[config.mk]
export PLATFORM = sky130hd
export DESIGN_NAME = pooled_linked_stack_unit
export DESIGN_NICKNAME = d
export VERILOG_FILES = /design/src/hdl/pls_pkg.sv /design/src/hdl/pls_ctrl.sv /design/src/hdl/pls_datapath.sv /design/src/hdl/pooled_linked_stack_unit.sv
export SDC_FILE = /design/constraint.sdc
export NUM_CORES = 1
export LEC_CHECK = 0
export BUFFER_PORTS_ARGS = -buffer_cell sky130_fd_sc_hd__buf_2
export CAP_MARGIN = 40
export CORE_UTILIZATION = 25
export CTS_BUF_LIST = sky130_fd_sc_hd__clkbuf_4 sky130_fd_sc_hd__clkbuf_8
export DETAILED_ROUTE_END_ITERATION = 8
export PLACE_DENSITY = 0.4
export SLEW_MARGIN = 5
export SYNTH_ARGS = -nofsm -noshare
export SYNTH_HDL_FRONTEND = slang
export SYNTH_SLANG_ARGS = --single-unit
[constraint.sdc]
create_clock -name clk -period 6.1 [get_ports clk]
set_input_delay 0.305 -clock clk [delete_from_list [all_inputs] [get_ports clk]]
set_output_delay 0.305 -clock clk [all_outputs]
set_load 0.1 [all_outputs]
[src/hdl/pls_pkg.sv]
// Shared types, codes and defaults for the pooled linked stack.
`timescale 1ns / 1ps

package pls_pkg;

    // Default number of node slots in the pool
    localparam int POOL_NODES_DEF = 8;

    // Operation codes carried by the mode field
    localparam logic MODE_PUSH = 1'b0;
    localparam logic MODE_POP  = 1'b1;

    // Result status codes
    localparam logic [1:0] STATUS_DONE  = 2'd0;
    localparam logic [1:0] STATUS_FULL  = 2'd1;
    localparam logic [1:0] STATUS_EMPTY = 2'd2;

    // Commands from the controller to the datapath
    typedef struct packed {
        logic load_in;    // capture the accepted input transaction
        logic exec_push;  // allocate a slot and link it in front
        logic pop_start;  // read the head slot's link
        logic pop_link;   // free the head slot, move head to successor, read its value
        logic pop_val;    // load new top value
        logic emit_res;   // load the output register
    } cmd_t;

    // Status from the datapath to the controller
    typedef struct packed {
        logic empty;      // list holds no nodes
    } stat_t;

endpackage

[src/hdl/pls_ctrl.sv]
// Controller state machine: sequences push and pop and runs both handshakes.
`timescale 1ns / 1ps

module pls_ctrl
    import pls_pkg::*;
(
    input  logic  clk,
    input  logic  rst_n,
    input  logic  in_valid,
    output logic  in_ready,
    input  logic  mode,
    output logic  out_valid,
    input  logic  out_ready,
    input  stat_t stat,
    output cmd_t  cmd
);

    localparam logic [2:0] S_IDLE     = 3'd0;
    localparam logic [2:0] S_PUSH     = 3'd1;
    localparam logic [2:0] S_POP      = 3'd2;
    localparam logic [2:0] S_POP_LINK = 3'd3;
    localparam logic [2:0] S_POP_VAL  = 3'd4;
    localparam logic [2:0] S_RESP     = 3'd5;

    logic [2:0] state_reg;
    logic [2:0] state_next;
    logic       out_valid_reg;
    logic       out_valid_next;
    logic       in_take;
    logic       out_free;

    assign in_ready = (state_reg == S_IDLE);
    assign in_take  = in_valid && in_ready;
    assign out_free = !out_valid_reg || out_ready;
    assign out_valid = out_valid_reg;

    // Next state and command decode
    always_comb
    begin
        state_next     = state_reg;
        cmd            = '0;
        out_valid_next = out_valid_reg && !out_ready;
        unique case (state_reg)
            S_IDLE:
            begin
                if (in_take)
                begin
                    cmd.load_in = 1'b1;
                    state_next  = (mode == MODE_PUSH) ? S_PUSH : S_POP;
                end
            end
            S_PUSH:
            begin
                cmd.exec_push = 1'b1;
                state_next    = S_RESP;
            end
            S_POP:
            begin
                cmd.pop_start = 1'b1;
                state_next    = stat.empty ? S_RESP : S_POP_LINK;
            end
            S_POP_LINK:
            begin
                cmd.pop_link = 1'b1;
                state_next   = S_POP_VAL;
            end
            S_POP_VAL:
            begin
                cmd.pop_val = 1'b1;
                state_next  = S_RESP;
            end
            S_RESP:
            begin
                if (out_free)
                begin
                    cmd.emit_res   = 1'b1;
                    out_valid_next = 1'b1;
                    state_next     = S_IDLE;
                end
            end
            default:
            begin
                state_next = S_IDLE;
            end
        endcase
    end

    // State and output valid registers
    always_ff @(posedge clk or negedge rst_n)
    begin
        if (!rst_n)
        begin
            state_reg     <= S_IDLE;
            out_valid_reg <= 1'b0;
        end
        else
        begin
            state_reg     <= state_next;
            out_valid_reg <= out_valid_next;
        end
    end

    // A pending result is never overwritten while it waits
    a_resp_hold: assert property (@(posedge clk) disable iff (!rst_n)
        (state_reg == S_RESP && out_valid_reg && !out_ready) |=> (state_reg == S_RESP))
        else $error("result stage left while output still stalled");

    // Results are only issued from the response state
    a_emit_src: assert property (@(posedge clk) disable iff (!rst_n)
        (!out_valid_reg && out_valid_next) |-> (state_reg == S_RESP))
        else $error("output valid raised outside response state");

endmodule

[src/hdl/pls_datapath.sv]
// Datapath: free map, head register, node memories and result registers.
`timescale 1ns / 1ps

module pls_datapath
    import pls_pkg::*;
#(
    parameter int POOL_NODES = POOL_NODES_DEF
)
(
    input  logic               clk,
    input  logic               rst_n,
    input  cmd_t               cmd,
    output stat_t              stat,
    input  logic               mode,
    input  logic signed [31:0] push_value,
    output logic [1:0]         status,
    output logic [2:0]         slot_used,
    output logic               list_empty,
    output logic signed [31:0] top_value
);

    localparam int LW = $clog2(POOL_NODES + 1);
    localparam int SW = (POOL_NODES > 1) ? $clog2(POOL_NODES) : 1;
    localparam logic [LW-1:0] NULL_LINK = LW'(POOL_NODES);

    // Node memories
    logic [31:0]     value_mem [POOL_NODES];
    logic [LW-1:0]   link_mem  [POOL_NODES];

    // Control state
    logic [POOL_NODES-1:0] free_map_reg;
    logic [LW-1:0]         head_reg;
    logic signed [31:0]    top_reg;

    // Transaction and result registers
    logic               mode_reg;
    logic signed [31:0] value_reg;
    logic [1:0]         res_status_reg;
    logic [SW-1:0]      res_slot_reg;
    logic [LW-1:0]      link_rd_reg;
    logic [31:0]        val_rd_reg;
    logic [1:0]         out_status_reg;
    logic [2:0]         out_slot_reg;
    logic               out_empty_reg;
    logic signed [31:0] out_top_reg;

    logic [SW-1:0]      free_slot;
    logic               found;
    logic               head_null;
    logic               next_null;
    logic [SW-1:0]      head_idx;
    logic [SW+2:0]      slot_ext;

    assign head_null  = (head_reg >= NULL_LINK);
    assign next_null  = (link_rd_reg >= NULL_LINK);
    assign head_idx   = head_reg[SW-1:0];
    assign stat.empty = head_null;
    assign slot_ext   = {3'b000, res_slot_reg};

    // Lowest-numbered free slot
    always_comb
    begin
        free_slot = '0;
        found     = 1'b0;
        for (int i = 0; i < POOL_NODES; i++)
        begin
            if (!found && free_map_reg[i])
            begin
                found     = 1'b1;
                free_slot = SW'(i);
            end
        end
    end

    // Free map, head and top value
    always_ff @(posedge clk or negedge rst_n)
    begin
        if (!rst_n)
        begin
            free_map_reg <= '1;
            head_reg     <= NULL_LINK;
            top_reg      <= '0;
        end
        else
        begin
            if (cmd.exec_push && found)
            begin
                free_map_reg[free_slot] <= 1'b0;
                head_reg                <= LW'(free_slot);
                top_reg                 <= value_reg;
            end
            // head slot is freed on the same edge the head moves on
            if (cmd.pop_link)
            begin
                free_map_reg[head_idx] <= 1'b1;
                head_reg <= next_null ? NULL_LINK : link_rd_reg;
            end
            if (cmd.pop_val)
            begin
                top_reg <= head_null ? 32'sd0 : $signed(val_rd_reg);
            end
        end
    end

    // Node memories: one write and one registered read each
    always_ff @(posedge clk)
    begin
        if (cmd.exec_push && found)
        begin
            value_mem[free_slot] <= value_reg;
            link_mem[free_slot]  <= head_reg;
        end
        if (cmd.pop_start && !head_null)
        begin
            link_rd_reg <= link_mem[head_idx];
        end
        if (cmd.pop_link && !next_null)
        begin
            val_rd_reg <= value_mem[link_rd_reg[SW-1:0]];
        end
    end

    // Transaction capture, result and output registers
    always_ff @(posedge clk)
    begin
        if (cmd.load_in)
        begin
            mode_reg  <= mode;
            value_reg <= push_value;
        end
        if (cmd.exec_push)
        begin
            res_status_reg <= found ? STATUS_DONE : STATUS_FULL;
            res_slot_reg   <= found ? free_slot : '0;
        end
        if (cmd.pop_start)
        begin
            res_status_reg <= head_null ? STATUS_EMPTY : STATUS_DONE;
            res_slot_reg   <= head_null ? '0 : head_idx;
        end
        if (cmd.emit_res)
        begin
            out_status_reg <= res_status_reg;
            out_slot_reg   <= slot_ext[2:0];
            out_empty_reg  <= head_null;
            out_top_reg    <= top_reg;
        end
    end

    assign status     = out_status_reg;
    assign slot_used  = out_slot_reg;
    assign list_empty = out_empty_reg;
    assign top_value  = out_top_reg;

    // The list is empty exactly when every slot is free
    a_empty_pool: assert property (@(posedge clk) disable iff (!rst_n)
        head_null == (&free_map_reg))
        else $error("head and free map disagree");

    // A dropped push leaves the pool untouched
    a_full_stable: assert property (@(posedge clk) disable iff (!rst_n)
        (cmd.exec_push && !found) |=> ($stable(free_map_reg) && $stable(head_reg)))
        else $error("pool changed on a dropped push");

    // A successful push leaves a nonempty list topped with the pushed value
    a_push_top: assert property (@(posedge clk) disable iff (!rst_n)
        (cmd.exec_push && found) |=> (!head_null && top_reg == $past(value_reg)))
        else $error("push did not update head");

    // Push only executes for a push transaction
    a_push_mode: assert property (@(posedge clk) disable iff (!rst_n)
        cmd.exec_push |-> (mode_reg == MODE_PUSH))
        else $error("push executed for a pop transaction");

endmodule

[src/hdl/pooled_linked_stack_unit.sv]
// Top level of the pooled linked stack: controller plus datapath.
//
//  channel | signals                          | direction
//  --------+----------------------------------+----------
//  input   | in_valid, in_ready, mode,        | in
//          | push_value                       |
//  output  | out_valid, out_ready, status,    | out
//          | slot_used, list_empty, top_value |
//
// A push steps through accept, allocate and respond; its result is valid once
// respond loads the output register. A pop steps through accept, link read, head
// advance with value read, top load and respond, as the link and value memories
// have registered reads. An empty pop goes from link read straight to respond.
// Reset (rst_n low) frees every slot and empties the list at once.
// A stalled output holds its transaction; the next input is accepted once the
// result sits in the output register.
`timescale 1ns / 1ps

module pooled_linked_stack_unit
    import pls_pkg::*;
#(
    parameter int POOL_NODES = POOL_NODES_DEF
)
(
    input  logic               clk,
    input  logic               rst_n,
    input  logic               in_valid,
    output logic               in_ready,
    input  logic               mode,
    input  logic signed [31:0] push_value,
    output logic               out_valid,
    input  logic               out_ready,
    output logic [1:0]         status,
    output logic [2:0]         slot_used,
    output logic               list_empty,
    output logic signed [31:0] top_value
);

    cmd_t  cmd;
    stat_t stat;

    pls_ctrl u_ctrl (
        .clk       (clk),
        .rst_n     (rst_n),
        .in_valid  (in_valid),
        .in_ready  (in_ready),
        .mode      (mode),
        .out_valid (out_valid),
        .out_ready (out_ready),
        .stat      (stat),
        .cmd       (cmd)
    );

    pls_datapath #(
        .POOL_NODES (POOL_NODES)
    ) u_datapath (
        .clk        (clk),
        .rst_n      (rst_n),
        .cmd        (cmd),
        .stat       (stat),
        .mode       (mode),
        .push_value (push_value),
        .status     (status),
        .slot_used  (slot_used),
        .list_empty (list_empty),
        .top_value  (top_value)
    );

endmodule

==> summary.txt, run 1 <==
Global routing
  – Grt ovf: 0
  – First-pass GRT wire length: 62300 um
  – Largest net degree at the start of global routing: 66
  – Vias in the first global route: 9282
  – Initial antenna violation count: 0
  – Total GRT Usage: about an eighth

Pwr
  – Leakage power: 6.91 nW
  – IR drop worst, VDD: around 0.22 mV
  – Pint: 6.54 mW
  – Logic pwr share: 28.8%
  – Clk pwr share: 27.8%
  – Total power: between 10 and 15 mW
  – Flop pwr share: between 40% and 50%
  – Switching share of power: 36.3%
  – Pwr Density: roughly 500 nW/um2
  – Net Switching: 3.73 mW

Clock network
  – Clock Path Buffers: 3
  – PostCTS Resize Cnt: 0
  – H-tree Lvls: 3
  – CTS buffer count: 81
  – Root Driver: clkbuf_8
  – Worst-path clk slew: 0.06 ns
  – Cts hold-fix bufs: 36
  – Setup Fix Bufs, Post-CTS: 0
  – CTS tree: yes
  – Clock tree sinks: between 400 and 500
  – Clk Latency, worst-skew pair: 0.66 ns

Critical path
  – Startpoint class of the critical path: register
  – Worst setup EP type: register
  – Worst r2r src: u_datapath.free_map_reg[1]
  – CP required: between 6 and 7 ns
  – CP Data Arrival Time: 3.46 ns
  – Crit path max fanout: 21
  – Crit. Startpoint: u_datapath.free_map_reg[1]
  – Setup CP Type: reg2reg

Timing
  – Slew margin rel.: 43.6%
  – RSZ-0062 raised after global routing: no
  – Hold Fails Final Rpt: 0
  – Min Tclk post-route: 3.17 ns
  – Worst Skew: 0.0298 ns
  – Peak Freq: 316 MHz
  – Hold slack final: 0.0804 ns
  – Setup TNS Final: 0 ns
  – Tcrit/Tclk final: 51.9%
  – Least-Margin Pin Slew: between 0.8 and 0.9 ns
  – Fin. max-slew vios: 0
  – # setup viols final: 0

Yosys
  – Ys Warns: 0
  – Synth Flop Type: edfxtp_1
  – Synthesized cell area: 17100 um2
  – Post-synthesis async set-or-reset flop share: 10.7%
  – Mapped Nets: 880
  – Avg Cell Area, Syn: between 20 and 25 um2
  – FF+latch count, synth: 447
  – Sequential share of the synthesized area: 77.1%
  – Synthesized netlist cell count: roughly 840
  – EDFF count, synth: 399
  – Synth cell types: 47

Hold path
  – Hold Startpoint: mode
  – Hold Crit Class: in2reg

Placement
  – Post-DP HPWL: 22400 um
  – RD Place Congestion: approximately 0.74
  – Area post-placement: roughly 19000 um2
  – Port bufs: between 70 and 80

Die
  – Starting density of the core: 25.4%
  – Die Footprint: slightly below 70000 um2
  – I/O pin total: 77
  – Die height: 264 um
  – Core area: 67400 um2
  – Die Wd: 264 um
  – Row Count: 95

Detailed routing
  – Vias: 8451
  – Routed Antenna Nets: 0
  – Final wirelength: between 40000 and 50000 um
  – Post-route DRC violation count: 0
  – First DRT Iteration DRCs: 562
  – Routed len/inst: 21.3 um
  – DR pass1 iterations: 4
  – Detail-routed via count per cell: 4.32

Flow run
  – Max Cap Viol: 0

Status
  – Status: finished clean

Cells and area
  – Layout cells sized above 1: a little under two fifths
  – Fin nets: 1054
  – Fillers: 6565
  – Largest Register: u_datapath.value_mem
  – Ant diodes: 0
  – Finished Cell Area: 20700 um2
  – P&R area growth vs syn: 21.0%
  – Max reg flops: 256
-- per-stage QoR --
step,utilization [%],std cells,setup slack [ns]
floorplan,-,843,1.77
global placement,27.5,1765,2.85
detailed placement,27.7,1771,2.89
CTS,30.7,1957,2.89
global route,30.7,1957,2.73
finish,30.7,1957,2.93
-- cell families after synthesis --
family,after synthesis,share of synthesized area (%)
buffers and inverters,54,1.62
AO/OA/AOI/OAI,100,5.33
multiplexers,104,11.6
flip-flops,447,77.1
AND/OR/NAND/NOR,138,4.38
-- final cells by class --
| cell class | instances | area [um2] | share of cell area, % |
|---|---|---|---|
| clock buffer | 125 | 1490 | 7.19 |
| clock inverter | 25 | 161 | 0.779 |
| inverter | 6 | 22.5 | 0.109 |
| multi-input combinational | 342 | 3710 | 17.9 |
| sequential | 447 | 13200 | 63.7 |
| tap | 873 | 1090 | 5.27 |
| timing repair buffer | 139 | 1040 | 5.03 |
-- synth_stat cells, types with 4 or more instances --
library cell    n  area share (%)
mux2_2         32             2.1
edfxtp_1      399              70
a21oi_4        31             2.9
dfstp_2         9             1.4
mux4_2         72             9.5
buf_2          11            0.32
clkbuf_1       28            0.61
a21o_1          4            0.18
o21ai_0         8            0.23
nand2_1        22            0.48
dfrtp_1        39             5.7
and3_1         34             1.2
nor3_1         41             1.2
nor2_1         19            0.42
inv_1           6            0.13
buf_1           4           0.088
a21oi_1        40             1.2
-- per-layer routing --
layer  vias up  GRT usage (%)  part of all wire [%]
li1       3776              -                     -
met1      4422           16.5                    46
met2       193           19.6                    48
met3        60           2.82                   4.5
met4         0           3.76                   1.7
met5         -              0                     0
-- path summary, 6_finish.rpt --
check / to / slack (ns) / depth (start not counted)
min in group asynchronous: u_ctrl.out_valid / 0.37 / 3
max in group asynchronous: u_datapath.top_reg[22] / 5.21 / 3
worst max-delay path: u_datapath.value_mem[1][24] / 2.93 / 5
worst max register to register: u_datapath.value_mem[1][24] / 2.93 / 5
worst min register to register: u_datapath.slot_used[1] / 0.42 / 0
worst min-delay path: u_ctrl.state_reg[1] / 0.08 / 5
-- layout by cell type, fill, tap and decap left out, types with 2 or more instances in the layout --
master         instances
inv_2                  2
clkbuf_4              37
dfrtp_1               39
o31ai_1                3
nor3_1                38
buf_4                 21
buf_12                 3
a21oi_1               40
a21o_1                 4
buf_16                 3
o21ai_0                8
nor2_1                13
clkinv_2              10
clkbuf_8              88
nand2_1               22
dlygate4sd3_1         36
mux4_2                72
nand3_1                3
nor4_2                 2
edfxtp_1             399
nand3b_1               3
nand2b_1               2
inv_1                  4
nor2_4                 6
nor3_2                 3
clkinvlp_4             3
mux2_2                32
a32o_1                 2
clkinv_1               9
o21bai_1               2
buf_2                 76
o22a_1                 2
and3_1                34
dfstp_2                9
a21oi_4               31
-- worst max-delay path, cell delays in order (launching register included) --
cell      delay (ns)
dfstp_2         0.61
nor2_1          0.07
a221oi_1        0.55
o21ai_1         0.42
nor2_4          0.65
buf_4           0.50
-- power groups by stage --
stage | Combinational, mW | Clock, mW | Sequential (mW)
4_1_cts | 3.01 | 2.97 | 4.48
2_1_floorplan | 1.53 | 0 | 5.17
3_3_place_gp | 2.84 | 0 | 4.57
6_report | 2.96 | 2.85 | 4.46
3_5_place_dp | 2.99 | 0 | 4.54
5_1_grt | 3.17 | 3.08 | 4.54
Power figures use the tool's default switching activity.
==> run 2: changes to the inputs <==
PLACE_DENSITY = 0.42   (was 0.4)
clock period = 2.81 ns   (was 6.1 ns; I/O delays follow)
==> summary.txt, run 2 (synthesis results as in run 1) <==
Cells and area
  – Ant diodes: 0 (unchanged)
  – Final Util: 31.1% (was 30.7%)
  – Fin nets: 1073 (was 1054)
  – Fillers: 6515 (was 6565)
  – Largest Register: u_datapath.value_mem (unchanged)
  – Commonest cells after routing, fill and taps aside: edfxtp_1, clkbuf_8, buf_2 (unchanged)
  – Max reg flops: 256 (unchanged)
  – Layout cells sized above 1: 37.4% (about the same)
  – P&R area growth vs syn: 22.4% (was 21.0%)
  – Commonest non-fill, non-tap cell in the layout: edfxtp_1 (unchanged)

Global routing
  – Largest net degree at the start of global routing: 48 (was 66)
  – Vias in the first global route: 9308 (was 9282)
  – Grt ovf: 0 (unchanged)
  – First-pass GRT wire length: 62500 um (was 62300 um)
  – Initial antenna violation count: 2 (was 0)
  – Total GRT Usage: 12.2% (was 12.3%)

Clock network
  – Clock tree sinks: 447 (unchanged)
  – H-tree Lvls: 3 (unchanged)
  – Root Driver: clkbuf_8 (unchanged)
  – Clk Latency, worst-skew pair: 0.65 ns (was 0.66 ns)
  – Setup Fix Bufs, Post-CTS: 0 (unchanged)
  – CTS buffer count: 81 (unchanged)
  – CTS tree: yes (unchanged)
  – Clock Path Buffers: 3 (unchanged)
  – Worst-path clk slew: 0.06 ns (about the same)

Timing
  – Hold slack final: 0.202 ns (was 0.0804 ns)
  – Fin. max-slew vios: 0 (unchanged)
  – Final setup margin: 0.380 ns (was 2.93 ns)
  – Least-Margin Pin Slew: 0.902 ns (was 0.844 ns)
  – Peak Freq: 411 MHz (was 316 MHz)
  – Tcrit/Tclk final: 86.5% (was 51.9%)
  – Hold Fails Final Rpt: 0 (unchanged)
  – Slew margin rel.: 39.9% (was 43.6%)
  – Worst Skew: 0.0263 ns (was 0.0298 ns)
  – Min Tclk post-route: 2.43 ns (was 3.17 ns)
  – # setup viols final: 0 (unchanged)
  – RSZ-0062 raised after global routing: no (unchanged)

Flow run
  – Max Cap Viol: 0 (unchanged)

Critical path
  – Crit path max fanout: 14 (was 21)
  – CP Data Arrival Time: 2.74 ns (was 3.46 ns)
  – Setup CP Type: reg2reg (unchanged)
  – Startpoint class of the critical path: register (unchanged)
  – Worst setup EP type: register (unchanged)
  – Slowest-stage cell, CP: or3_1 (was nor2_4)
  – Worst path cell trace: or3b_1 > or3_1 > nor3_4 > buf_4 (was nor2_1 > a221oi_1 > o21ai_1 > nor2_4 > buf_4)
  – Crit-path max cell delay: 0.61 ns (was 0.65 ns)
  – CP required: 3.12 ns (was 6.39 ns)

Detailed routing
  – Post-route DRC violation count: 0 (unchanged)
  – Final wirelength: 41400 um (was 41600 um)
  – Routed len/inst: 20.9 um (was 21.3 um)
  – Vias: 8597 (was 8451)
  – DR pass1 iterations: 5 (was 4)
  – First DRT Iteration DRCs: 635 (was 562)
  – Routed Antenna Nets: 0 (unchanged)
  – Detail-routed via count per cell: 4.35 (was 4.32)

Pwr
  – IR drop worst, VDD: 0.514 mV (was 0.218 mV)
  – Pwr Density: 1070 nW/um2 (was 496 nW/um2)
  – Leakage power: 7.00 nW (was 6.91 nW)

Die
  – Core area: 67400 um2 (unchanged)
  – Row Count: 95 (unchanged)
  – I/O pin total: 77 (unchanged)
  – Die Wd: 264 um (unchanged)
  – Die height: 264 um (unchanged)
  – Starting density of the core: 25.4% (unchanged)
  – Die Footprint: 69500 um2 (unchanged)

Placement
  – Post-DP HPWL: 22900 um (was 22400 um)
  – Dpl ws: 0.402 ns (was 2.89 ns)
  – Port bufs: 76 (unchanged)
  – RD Place Congestion: 0.754 (was 0.741)

Status
  – Status: finished clean (unchanged)

Hold path
  – Hold Crit Class: in2reg (unchanged)
## run 2: layout make-up
cell class	count	area (um2)	area share [%]
Sequential cell	447	13200	63.0
Multi-Input combinational cell	342	3740	17.9
Clock buffer	114	1390	6.63
Timing Repair Buffer	158	1300	6.21
Tap cell	873	1090	5.22
Clock inverter	36	199	0.950
Inverter	6	22.5	0.108
## run 2: timing repair
item,in CTS,in global routing
resized for setup,0,0
endpoints found under the hold margin,84,0
hold buffers,39,0
## run 2: where the power goes
group / internal (mW) / total, mW / leakage (nW) / switching, mW
registers: 8.93 / 9.65 / 4.15 / 0.724
clock network: 3.29 / 6.00 / 0.850 / 2.71
logic: 1.99 / 6.82 / 2.00 / 4.83
total: 14.2 / 22.5 / 7.00 / 8.27
## run 2: worst max-delay path, delay by kind of cell, from the launching register on
| family | cells | cell delay (ns) |
|---|---|---|
| and+or+nand+nor | 3 | 1.38 |
| DFF | 1 | 0.38 |
| buffers and inverters | 1 | 0.32 |
## run 2: metrics by stage
stage               cells  cell area, um2  setup TNS, ns  total power, mW
finish               1976           20900              0             22.5
global route         1976           20900              0             23.6
CTS                  1976           20900              0             22.9
detailed placement   1787           19000              0             16.7
global placement     1784           18900              0             16.6
floorplan             843           17200         -69.41             14.6
## run 2: final timing paths
check / start / to / slack [ns] / cells past startpoint
worst max-delay path: u_ctrl.state_reg[1] / u_datapath.value_mem[4][13] / 0.38 / 4
worst min-delay path: push_value[22] / u_datapath.value_reg[22] / 0.20 / 2
worst max register to register: u_ctrl.state_reg[1] / u_datapath.value_mem[4][13] / 0.38 / 4
worst min register to register: u_datapath.res_slot_reg[1] / u_datapath.slot_used[1] / 0.44 / 0
max in group asynchronous: rst_n / u_datapath.free_map_reg[0] / 1.81 / 5
min in group asynchronous: rst_n / u_ctrl.out_valid / 0.46 / 4
## run 2: layer usage
metal / GRT usage, % / vias to the layer above / share of wire [%]
met5: 0 / - / 0
met4: 4.06 / 0 / 1.8
met3: 2.39 / 62 / 3.9
met2: 18.5 / 196 / 46
met1: 17.3 / 4517 / 49
li1: - / 3822 / -
==> run 3: changes to the inputs <==
BUFFER_PORTS_ARGS = not set   (was -buffer_cell sky130_fd_sc_hd__buf_2)
DONT_BUFFER_PORTS = 1   (was not set)
PLACE_DENSITY = 0.41   (was 0.42)
==> summary.txt, run 3 (synthesis results as in run 1) <==
Hold path
  – Hold Startpoint: push_value[13] (was push_value[22])
  – Hold EP: u_datapath.value_reg[13] (was u_datapath.value_reg[22])
  – WHS Path Cells: 1 (was 2)
  – Hold Crit Class: in2reg (unchanged)

Cells and area
  – Layout cells sized above 1: 35.2% (was 37.4%)
  – Largest Register: u_datapath.value_mem (unchanged)
  – Commonest non-fill, non-tap cell in the layout: edfxtp_1 (unchanged)
  – P&R area growth vs syn: 24.4% (was 22.4%)
  – Fin nets: 1021 (was 1073)
  – Ant diodes: 0 (unchanged)
  – Fillers: 6445 (was 6515)
  – Commonest cells after routing, fill and taps aside: edfxtp_1, clkbuf_8, mux4_2 (was edfxtp_1, clkbuf_8, buf_2)
  – Max reg flops: 256 (unchanged)
  – Finished Cell Area: 21300 um2 (was 20900 um2)

Die
  – Row Count: 95 (unchanged)
  – Core area: 67400 um2 (unchanged)
  – I/O pin total: 77 (unchanged)
  – Die height: 264 um (unchanged)
  – Starting density of the core: 25.4% (unchanged)
  – Die Footprint: 69500 um2 (unchanged)
  – Die Wd: 264 um (unchanged)

Placement
  – Post-DP HPWL: 22800 um (was 22900 um)
  – Port bufs: 0 (was 76)
  – RD Place Congestion: 0.749 (was 0.754)
  – Area post-placement: 19200 um2 (was 19000 um2)
  – Dpl ws: 0.389 ns (was 0.402 ns)

Detailed routing
  – Post-route DRC violation count: 0 (unchanged)
  – Detail-routed via count per cell: 4.39 (was 4.35)
  – DR pass1 iterations: 5 (unchanged)
  – Routed len/inst: 21.6 um (was 20.9 um)
  – Vias: 8459 (was 8597)
  – Final wirelength: 41500 um (was 41400 um)
  – Routed Antenna Nets: 0 (unchanged)
  – First DRT Iteration DRCs: 604 (was 635)

Global routing
  – Grt ovf: 0 (unchanged)
  – GRT busiest layer: met2 (unchanged)
  – Largest net degree at the start of global routing: 49 (was 48)
  – Total GRT Usage: 12.3% (was 12.2%)
  – First-pass GRT wire length: 62200 um (was 62500 um)
  – Grt met3 use: 2.86% (was 2.39%)
  – Initial antenna violation count: 2 (unchanged)
  – Met1 global-route usage: 16.9% (was 17.3%)
  – Met2 Track Usage GR: 19.0% (was 18.5%)
  – Vias in the first global route: 9238 (was 9308)

Critical path
  – CP Data Arrival Time: 2.82 ns (was 2.74 ns)
  – R2R depth: 6 (was 4)
  – Startpoint class of the critical path: register (unchanged)
  – Worst r2r src: u_datapath.free_map_reg[1] (was u_ctrl.state_reg[1])
  – Worst setup EP type: register (unchanged)
  – CP required: 3.13 ns (was 3.12 ns)
  – Setup CP Type: reg2reg (unchanged)
  – Worst R2R End: u_datapath.value_mem[3][22] (was u_datapath.value_mem[4][13])
  – Worst reg-to-reg setup slack: 0.31 ns (was 0.38 ns)
  – Crit path max fanout: 36 (was 14)

Timing
  – Peak Freq: 400 MHz (was 411 MHz)
  – Setup TNS Final: 0 ns (unchanged)
  – Hold Fails Final Rpt: 0 (unchanged)
  – Min Tclk post-route: 2.50 ns (was 2.43 ns)
  – Fin. max-slew vios: 0 (unchanged)
  – Tcrit/Tclk final: 88.9% (was 86.5%)
  – Hold slack final: 0.107 ns (was 0.202 ns)
  – RSZ-0062 raised after global routing: no (unchanged)
  – Least-Margin Pin Slew: 0.909 ns (was 0.902 ns)
  – Final setup margin: 0.313 ns (was 0.380 ns)
  – # setup viols final: 0 (unchanged)
  – Slew margin rel.: 39.5% (was 39.9%)
  – Worst Skew: 0.0288 ns (was 0.0263 ns)

Clock network
  – CTS buffer count: 82 (was 81)
  – Worst-path clk slew: 0.07 ns (was 0.06 ns)
  – H-tree Lvls: 3 (unchanged)
  – Clock tree sinks: 447 (unchanged)
  – Root Driver: clkbuf_8 (unchanged)
  – PostCTS Resize Cnt: 0 (unchanged)
  – Clk Latency, worst-skew pair: 0.67 ns (was 0.65 ns)
  – Clock Path Buffers: 3 (unchanged)
  – CTS tree: yes (unchanged)

Pwr
  – Pwr Density: 1100 nW/um2 (was 1070 nW/um2)
  – Total power: 23.4 mW (was 22.5 mW)
  – Leakage power: 7.04 nW (was 7.00 nW)
  – IR drop worst, VDD: 0.664 mV (was 0.514 mV)

Status
  – Status: finished clean (unchanged)

Flow run
  – Max Cap Viol: 0 (unchanged)
[run 3: layout make-up]
type	instances	area, um2	area share (%)
clock buffer	131	1530	7.17
timing repair buffer	105	1530	7.17
tap	873	1090	5.13
sequential	447	13200	62.0
inverter	6	22.5	0.106
clock inverter	22	186	0.875
multi-input combinational	342	3740	17.6
[run 3: timing repair]
action,4_1_cts,5_1_grt
hold buffers,39,0
buffers inserted,0,0
endpoints found under the hold margin,84,0
[run 3: how the worst max path moves through the flow]
stage,depth (start not counted),startpoint,to,slack [ns]
after global placement,6,u_datapath.free_map_reg[1],u_datapath.value_mem[3][22],0.43
after floorplan,6,u_datapath.free_map_reg[1],u_datapath.link_mem[2][0],-0.55
after global routing,6,u_datapath.free_map_reg[1],u_datapath.value_mem[3][22],0.19
after detailed placement,6,u_datapath.free_map_reg[1],u_datapath.value_mem[3][24],0.39
final,6,u_datapath.free_map_reg[1],u_datapath.value_mem[3][22],0.31
after CTS,6,u_datapath.free_map_reg[1],u_datapath.value_mem[3][29],0.36
[run 3: metrics by stage]
stage	util, %	instances
finish	31.6	1926
detailed placement	28.4	1734
floorplan	-	843
global route	31.6	1926
global placement	27.5	1708
CTS	31.6	1926
[run 3: routing by layer]
| layer | vias up | part of all wire (%) |
|---|---|---|
| li1 | 3720 | - |
| met1 | 4467 | 47 |
| met2 | 194 | 46 |
| met3 | 78 | 4.5 |
| met4 | 0 | 2.1 |
| met5 | - | 0 |
[run 3: power by group]
group	total, mW	switching, mW	internal (mW)
clock	6.45	2.79	3.65
sequential	10.4	1.43	8.95
combinational	6.62	4.16	2.46
total	23.4	8.39	15.1
[run 3: worst max-delay path, stage by stage, from the launching register on]
cell	delay, ns
dfstp_2	0.60
nor2_1	0.06
a221oi_1	0.60
o21ai_1	0.26
buf_4	0.23
nor2_4	0.10
buf_12	0.28
